==> src/pcf_pkg.sv <==
// ----------------------------------------------------------------------------
// pcf_pkg
// Shared constants, types and helpers of the 3x3 percentage-closer shadow test.
// ----------------------------------------------------------------------------
package pcf_pkg;

	localparam int KernelTaps = 9;
	localparam int FracW      = 17;
	localparam int CoordW     = 18;
	localparam int CountW     = 4;

	localparam logic [2:0] RegRow0  = 3'd0;
	localparam logic [2:0] RegRow1  = 3'd1;
	localparam logic [2:0] RegRow2  = 3'd2;
	localparam logic [2:0] RegRow3  = 3'd3;
	localparam logic [2:0] RegBias  = 3'd4;
	localparam logic [2:0] RegStep  = 3'd5;

	localparam logic KindRequest = 1'b0;
	localparam logic KindFinal   = 1'b1;
	localparam logic ModeFrag    = 1'b0;

	// divider handshake between the sequencer and the shared divider
	typedef struct packed {
		logic        start;
		logic [63:0] num;
		logic [63:0] den;
	} div_req_t;

	typedef struct packed {
		logic             done;
		logic [FracW-1:0] quo;
	} div_rsp_t;

	// round-to-nearest of count*65536/9
	function automatic logic [FracW-1:0] lit_frac(input logic [CountW-1:0] cnt);
		logic [FracW-1:0] f;
		case (cnt)
			4'd0: f = 17'd0;
			4'd1: f = 17'd7282;
			4'd2: f = 17'd14564;
			4'd3: f = 17'd21845;
			4'd4: f = 17'd29127;
			4'd5: f = 17'd36409;
			4'd6: f = 17'd43691;
			4'd7: f = 17'd50972;
			4'd8: f = 17'd58254;
			4'd9: f = 17'd65536;
			default: f = 17'd0;
		endcase
		return f;
	endfunction

endpackage

==> src/pcf_div.sv <==
// ----------------------------------------------------------------------------
// pcf_div
// Restoring divider, one quotient bit per cycle: floor(num*2^16/den), 17 bits.
// ----------------------------------------------------------------------------
module pcf_div import pcf_pkg::*; (
	input  logic     clk,
	input  logic     arst_n,
	input  div_req_t req,
	output div_rsp_t rsp
);

	logic [64:0]      rem_q;
	logic [63:0]      den_q;
	logic [FracW-1:0] quo_q;
	logic [4:0]       cnt_q;
	logic             busy_q;
	logic             done_q;

	logic             ge;
	logic [64:0]      rem_n;

	assign ge    = rem_q >= {1'b0, den_q};
	assign rem_n = ge ? rem_q - {1'b0, den_q} : rem_q;

	always_ff @(posedge clk or negedge arst_n) begin
		if (!arst_n) begin
			busy_q <= 1'b0;
			done_q <= 1'b0;
			cnt_q  <= '0;
		end else begin
			done_q <= !req.start && busy_q && (cnt_q == 5'd1);
			if (req.start) begin
				busy_q <= 1'b1;
				cnt_q  <= 5'(FracW);
			end else if (busy_q) begin
				cnt_q <= cnt_q - 5'd1;
				if (cnt_q == 5'd1) begin
					busy_q <= 1'b0;
				end
			end
		end
	end

	always_ff @(posedge clk) begin
		if (req.start) begin
			rem_q <= {1'b0, req.num};
			den_q <= req.den;
			quo_q <= '0;
		end else if (busy_q) begin
			rem_q <= {rem_n[63:0], 1'b0};
			quo_q <= {quo_q[FracW-2:0], ge};
		end
	end

	assign rsp.done = done_q;
	assign rsp.quo  = quo_q;

endmodule

==> config.mk <==
export PLATFORM = sky130hd
export DESIGN_NAME = pcf_div
export DESIGN_NICKNAME = d
export VERILOG_FILES = /design/src/pcf_pkg.sv /design/src/pcf_div.sv
export SDC_FILE = /design/constraint.sdc
export NUM_CORES = 1
export LEC_CHECK = 0
export BUFFER_PORTS_ARGS = -buffer_cell sky130_fd_sc_hd__buf_2
export CAP_MARGIN = 10
export CORE_UTILIZATION = 63
export CTS_CLUSTER_SIZE = 28
export DETAILED_ROUTE_END_ITERATION = 6
export PLACE_DENSITY = 0.87
export SYNTH_ARGS = -nofsm -noshare
export SYNTH_HDL_FRONTEND = slang
export SYNTH_SLANG_ARGS = --single-unit
==> constraint.sdc <==
create_clock -name clk -period 10.1 [get_ports clk]
set_input_delay 1.01 -clock clk [delete_from_list [all_inputs] [get_ports clk]]
set_output_delay 1.01 -clock clk [all_outputs]
set_load 0.1 [all_outputs]
# Yosys cells after proc, flatten, opt, wreduce, memory -nomap -nowiden
# Cells that the tools add are included.
# op_classes
addsub,2
order_cmp,1
eq_ne,1
n_mux,8
reduce_logical,4
# ops
op,count
2-to-1 mux 64 bit,3
>= comparator 65 x 64 -> 1 bit,1
subtractor 64 bit,1
2-to-1 mux 5 bit,2
"== test 5 x 1 -> 1 bit, second input constant",1
"subtractor 5 x 1 -> 5 bit, second input constant",1
2-to-1 mux 1 bit,3
logical AND 1 bit,2
nonzero test 2 bit,1
zero test 1 bit,1
# word_totals
register_bits,153
input_bits,131
output_inout_bits,18
elab_cells,23

# Logic depth before layout (Yosys ltp)
# Gate-level depths: netlist of run 1.
# logic_depth
word_depth,4
ltp_mapped,16
ltp_nobuf,14

# Worst setup path after synthesis of run 1
# Ideal clock, no wire load.
# synth_path
path_type,register to register
startpoint,reg rem_q[34]
endpoint,reg rem_q[13] (data pin)
setup_ns,0.280
arrival_ns,3.255
required_time_ns,9.820
path_slack_ns,6.565
stages_incl_launch_ff,16
path_buffers,4
synth_period_minus_slack_ns,3.535
path_cell_list,edfxtp_1 > ha_1 > buf_2 > and2_4 > nand3_2 > nand2b_4 > or4_4 > o221ai_2 > nor4_1 > o31a_1 > o41a_1 > buf_6 > buf_2 > buf_1 > nand3_1 > o311ai_0
# synth_between
elab_chain_len,4
# synth_rtl
item,line,rtl
"start, declared",pcf_div.sv:12,logic [64:0] rem_q;
"start signal, assigned",pcf_div.sv:46,"rem_q <= {1'b0, req.num};"
"start signal, assigned",pcf_div.sv:50,"rem_q <= {rem_n[63:0], 1'b0};"
>= comparator 65 x 64 -> 1 bit,pcf_div.sv:22,"assign ge = rem_q >= {1'b0, den_q};"
2-to-1 mux 64 bit,pcf_div.sv:23,"assign rem_n = ge ? rem_q - {1'b0, den_q} : rem_q;"
2-to-1 mux 64 bit,pcf_div.sv:49,end else if (busy_q) begin
2-to-1 mux 64 bit,pcf_div.sv:45,if (req.start) begin
# No other way between the ends. The select of a mux whose other input is x is not followed.
# A chain may end at the register's enable or synchronous reset.

# Worst setup path after layout of run 1
# layout_path
startpoint,reg rem_q[3]
endpoint,reg rem_q[62] (data pin)
# layout_between
elab_chain_len,4
word_cells_on_any_way,5
cone_classes,add/sub: 1; order compare: 1; mux: 3
# layout_rtl
item,line
subtractor 64 bit / >= comparator 65 x 64 -> 1 bit (equally long branches),"pcf_div.sv:23, pcf_div.sv:22"
2-to-1 mux 64 bit *,pcf_div.sv:23
2-to-1 mux 64 bit *,pcf_div.sv:49
2-to-1 mux 64 bit *,pcf_div.sv:45
# Mark *: on every way between the ends. The rest lies on a longest branch, timed or not. The select of a mux whose other input is x is not followed.

==> out/qor.yml, run 1 <==
ctsResizeCount: 0
cts.htree.levels: 4
status: "completed"
dp.cells: 1414
clock-root-buffer: "clkbuf_16"
gp_congestion: 0.988
clock_sinks: 153
ant_nets: 0
rsz0062_at_grt: "no"
drt-pass1-iter-count: 6
grt_max_degree: 88
drtIter0Drc: 950
finish.utilization_pct: 73.6
max-slew-margin-rel_pct: 40.3
synthCells: 1113
synthXorXnorAreaFrac_pct: 5.00
yosysSeqAreaShare_pct: 42.3
synthArstFlopShare_pct: 4.58
arrival_ns: 5.17
max_freq_ghz: 0.201
coreArea_mm2: 0.0159
period_minus_slack_ns: 4.97
clk_pin_slew_ns: 0.08
grt_pass1_vias: 8602
critical_path_required_ns: 10.30
dieArea_mm2: 0.0169
layoutNonFillerInstCount: 1446
hpwl_um: 18800
ys_ff_latch: 153
synth_compound_area_share_pct: 19.5
dieHeight_um: 130
crit_fanout: 67
worst-path-buf-inv: 1
ctsHoldBuffers: 0
setup_viol: 0
cts_tree: "built"
num_rows: 46
crit_family: "compound AO/OA/AOI/OAI gates"
synth_area_leaders: "edfxtp_1 (37%), ha_1 (8.0%), nand2_1 (4.3%), a21oi_1 (4.0%), dfxtp_1 (3.5%)"
grt-ovfl-total: 0
slowest_stage: "o41a_2"
insertion_delay_ns: 0.45
ff2ff_setup_slack_ns: 5.13
p_leak_nw: 5.11
synthAdderAreaFrac_pct: 8.18
synth_top_area_share_pct: 37.2
setup_tns_ns: 0
drcViolationCount: 0
numCtsBuffers: 17
antennaDiodeCount: 0
synth_top_flop_cell: "edfxtp_1"
syn_area_per_cell_um2: 9.29
totalWireLength_um: 26200
hold_viol: 0
synth_top_cell_by_area: "edfxtp_1"
syn_nets: 1311
portBuffers: 148
drive_gt1_share_pct: 16.5
grt_use_total_pct: 31.9
finalPower_mw: 3.71
yosysUniqueCellTypes: 75
timing_worst_setup_path_type: "reg -> reg"
cts_max_path_buffers: 2
start_util_pct: 64.9
cts_setup_buffers: 0
holdWs_ns: 0.383
cp_cell_sequence: "ha_1, a21o_1, a21oi_1, nand3_1, a211oi_1, o221ai_2, nor4_1, o31a_1, o41a_2, buf_4, nor2_1, a221o_1"
yosysWarnings: 0
antenna_found_initial: 0
nets: 1415
area_growth_pct: 13.5
synth_edf_count: 128
grt_pass1_wl_um: 42200
synth.area.mux_share_pct: 2.43
vias: 9085
ir_drop_v: 0.000243
worst_pin_slew_ns: 0.896
end_kind: "flop"
synth_top_family_by_area: "compound AO/OA/AOI/OAI gates"
synthesis.area_mm2: 0.0103
drv_cap: 0
cp-start-kind: "flop"
routedWlPerCell_um: 18.1
die_w_um: 130
vias_per_cell: 6.28
hold_path_class: "in -> async"
fin_crit_sh_pct: 49.2
num_io_pins: 149
power_density_mw_per_mm2: 316
drv_slew: 0
clock_skew_ns: 0.0127
max_stage_delay_ns: 0.75
synth-simple-area-share_pct: 16.8
## worst paths after layout
kind,start,endpoint,cells after the start
max,rem_q[3],rem_q[62],12
min,arst_n,cnt_q[0],1
max reg2reg,rem_q[3],rem_q[62],12
min reg2reg,quo_q[0],quo_q[0],2
max in group asynchronous,arst_n,busy_q,1
min in group clk,quo_q[0],quo_q[0],2
## final cells by class
cell class	instances	area, um2
clock buffers	17	425
clock inverters	15	201
fillers	1177	4200
inverters	78	293
multi-input cells	813	5380
flip-flops and latches	153	4380
well taps	216	270
repair buffers	154	792
## report_power, final
| group | internal, mW | switching, mW | total [mW] |
|---|---|---|---|
| combinational | 0.763 | 1.25 | 2.01 |
| sequential | 0.912 | 0.111 | 1.02 |
| clock | 0.342 | 0.331 | 0.673 |
## layer usage
layer  global-route usage (%)  part of all wire (%)  vias up
li1                         -                     -     4343
met1                     43.0                    44     4210
met2                     51.8                    46      483
met3                     6.97                   8.3       49
met4                     9.23                   1.9        0
met5                        0                     0        -
## through the flow
step / cell area (um2) / setup slack, ns
2_1_floorplan: 10300 / 6.56
3_3_place_gp: 11100 / 5.30
3_5_place_dp: 11100 / 5.14
4_1_cts: 11700 / 5.12
5_1_grt: 11700 / 4.72
6_report: 11700 / 5.13
## Yosys cell counts (24+ instances only)
| cell | n |
|---|---|
| a21o_1 | 29 |
| a21oi_1 | 82 |
| clkbuf_1 | 46 |
| edfxtp_1 | 128 |
| ha_1 | 66 |
| inv_1 | 77 |
| mux2i_1 | 24 |
| nand2_1 | 118 |
| nand3_1 | 58 |
| nor2_1 | 76 |
| nor3_1 | 25 |
| o21ai_0 | 47 |
| o311ai_0 | 40 |
| xnor2_1 | 31 |
| xor2_1 | 28 |
## placed cells by master, fill, tap and decap left out, types with 4 or more instances in the layout
cell	n
nand2_1	118
inv_1	77
o21bai_1	10
nor2b_1	8
or4_1	4
o211ai_1	5
a21oi_1	82
buf_4	6
dfrtp_1	7
or3_1	4
xor2_1	28
ha_1	66
a21o_1	29
nand3_1	58
and2_1	5
o21ai_0	47
inv_8	4
o31ai_1	5
a21boi_0	5
xnor2_1	31
o21a_1	9
nor2_1	76
and3_1	9
nor4_1	7
a211oi_1	7
clkbuf_16	17
mux2i_1	24
buf_2	147
a31oi_1	15
nand2b_1	7
nor3_1	25
dfxtp_1	18
edfxtp_1	128
a221o_1	8
a221oi_1	4
nand4_1	23
o311ai_0	40
clkinv_8	5
a2bb2oi_1	5
## state kept, by name, indices dropped and copies added (netlist names)
name / count
rem_q: 65
den_q: 64
quo_q: 17
cnt_q: 5
busy_q: 1
done_q: 1
## kinds of logic after synthesis
kind of cell    count (synthesis)
mux                            25
fa+ha+maj                      67
xor+xnor                       59
buf+inv                       147
compound gates                298
simple gates                  364
flops                         153
(Power assumes the default switching activity.)
==> run 2, diff against run 1 <==
- CORE_UTILIZATION: 63 -> 59
- PLACE_DENSITY: 0.87 -> 0.82
- clock period: 10.1 -> 4.9 ns (I/O delays scaled with it)
==> run 2 against run 1 <==
Core utilization shrank 5.1 points. Sequential power rose by 110%. Die area up 6.7%. Maximum frequency rose by 13%. Setup slack lost 4.6 ns. Hold slack worse by 0.17 ns. First-iteration DRC count decreased by 15%. Routed wire length down 1.1%. Count of clock-buffer cells in the layout up 1. Register-to-register slack got worse by 4.6 ns. Clock skew is 0.0027 ns lower. Largest power group unchanged. Highest routed layer unchanged.
==> out/qor.yml, run 2 (synthesis gave the netlist of run 1 again) <==
max-slew-margin-rel_pct: 40.8  # +0.50 points
critical_path_required_ns: 5.10  # -5.20 ns
num_io_pins: 149  # unchanged
largest_register_ffs: 65  # unchanged
antenna_found_initial: 0  # unchanged
portBuffers: 148  # unchanged
ff2ff_setup_slack_ns: 0.52  # -4.62 ns
ir_drop_v: 0.000465  # +91%
crit_fanout: 4  # -94%
slowest_stage: "a211oi_1"
drt-pass1-iter-count: 6  # unchanged
coreArea_mm2: 0.0172  # +8.1%
num_rows: 48  # +4.3%
rsz0062_at_grt: "no"
fin_crit_sh_pct: 89.5  # +40 points
post_dp_cell_area_mm2: 0.0112  # +0.42%
final_common_cell: "buf_2"
drive_gt1_share_pct: 16.8  # +0.27 points
grt_max_degree: 100  # +14%
die_w_um: 134  # +3.3%
hold_path_class: "in -> reg"
cts_setup_buffers: 0  # unchanged
hpwl_um: 18500  # -1.8%
max_stage_delay_ns: 0.54  # -0.21 ns
vias_per_cell: 6.15  # -2.1%
cp_cell_sequence: "inv_1, ha_1, inv_1, fa_1, a211oi_1, nor2_1, o21ai_0, o21ai_0, a211oi_1, o41a_1, o31a_1, o21ai_0, xor2_1, a221o_1"
cp-start-kind: "flop"
dieHeight_um: 134  # +3.3%
nets: 1419  # +0.28%
ctsHoldBuffers: 1  # +1
clock_sinks: 153  # unchanged
drv_slew: 0  # unchanged
dieArea_mm2: 0.0181  # +6.7%
routedWlPerCell_um: 17.8  # -2.0%
top_register: "rem_q"
timing_worst_setup_path_type: "reg -> reg"
area_growth_pct: 14.2
worst_pin_slew_ns: 0.889  # -0.00745 ns
clock-root-buffer: "clkbuf_16"
hold_path_startpoint: "req[48]"
setup_tns_ns: 0  # unchanged
numCtsBuffers: 17  # unchanged
r2r_cells: 14  # +2
power_density_mw_per_mm2: 651  # +110%
drcViolationCount: 0  # unchanged
clock_skew_ns: 0.0100  # -0.00267 ns
r2r_start: "rem_q[0]"
setup_ws_ns: 0.515  # -4.62 ns
design_area_mm2: 0.0118  # +0.62%
grt_pass1_vias: 8603  # +0.012%
antennaDiodeCount: 0  # unchanged
totalWireLength_um: 25900  # -1.1%
finalPower_mw: 7.70  # +110%
end_kind: "flop"
p_leak_nw: 5.14  # +0.68%
cpMostUsedCell: "o21ai_0"
worst-path-buf-inv: 2  # +1
grt-ovfl-total: 0  # unchanged
final_cell_mix: "buf_2 (147), edfxtp_1 (128), nand2_1 (118)"
insertion_delay_ns: 0.45  # about the same
critical_path.endpoint: "rem_q[59]"
ant_nets: 0  # unchanged
vias: 8975  # -1.2%
arrival_ns: 4.59  # -0.58 ns
status: "completed"
cts.htree.levels: 4  # unchanged
drtIter0Drc: 803  # -15%
cts_tree: "built"
max_freq_ghz: 0.228  # +13%
ctsResizeCount: 0  # unchanged
dp_slack_ns: 0.709  # -4.43 ns
start_util_pct: 60.0  # -4.9 points
hold_viol: 0  # unchanged
grt_pass1_wl_um: 41800  # -0.77%
crit_family: "compound AO/OA/AOI/OAI gates"
cts_max_path_buffers: 2  # unchanged
cp-startpoint: "rem_q[0]"
gp_congestion: 0.923  # -6.6%
r2r_end: "rem_q[59]"
clk_pin_slew_ns: 0.08  # about the same
drv_cap: 0  # unchanged
period_minus_slack_ns: 4.38  # -0.584 ns
grt_use_total_pct: 29.6  # -2.3 points
reg.largest.list: "rem_q x65, den_q x64, quo_q x17"
path_depth: 14  # +2
setup_viol: 0  # unchanged
==> run 2: how the worst min path moves through the flow <==
stage,end,slack [ns],cells past startpoint
2_1_floorplan,busy_q,0.19,0
3_3_place_gp,cnt_q[1],0.33,1
3_5_place_dp,cnt_q[1],0.33,1
4_1_cts,den_q[6],0.20,1
5_1_grt,den_q[48],0.20,1
6_report,den_q[48],0.21,1
==> run 2: through the flow <==
step	cells	hold slack (ns)	util [%]
6_report	1459	0.209	68.5
5_1_grt	1459	0.200	68.5
4_1_cts	1459	0.197	68.5
3_5_place_dp	1426	0.329	64.7
3_3_place_gp	1426	0.329	64.7
2_1_floorplan	1113	0.194	-
==> run 2: final cells by class <==
cell class / count / area [um2]
Inverter: 78 / 293
Clock inverter: 14 / 193
Timing Repair Buffer: 158 / 837
Tap cell: 225 / 282
Sequential cell: 153 / 4380
Fill cell: 1342 / 5420
Clock buffer: 18 / 450
Multi-Input combinational cell: 813 / 5380
==> run 2: report_power, final <==
part           internal (mW)  switching [mW]
logic                   1.61            2.58
registers               1.88           0.216
clock network          0.738           0.678
==> run 2: worst reg2reg max path, cell delays in order (launching register included) <==
cell and delay, ns:
edfxtp_1 0.36, inv_1 0.08, ha_1 0.17, inv_1 0.07
fa_1 0.44, a211oi_1 0.36, nor2_1 0.12, o21ai_0 0.52
o21ai_0 0.32, a211oi_1 0.54, o41a_1 0.28, o31a_1 0.25
o21ai_0 0.15, xor2_1 0.16, a221o_1 0.32
==> run 2: layer usage <==
metal	up-vias	wire length, um	GRT usage [%]
met5	-	0	0
met1	4211	11700	40.3
met2	371	12100	48.3
li1	4363	-	-
met4	0	360	9.61
met3	30	1830	4.72
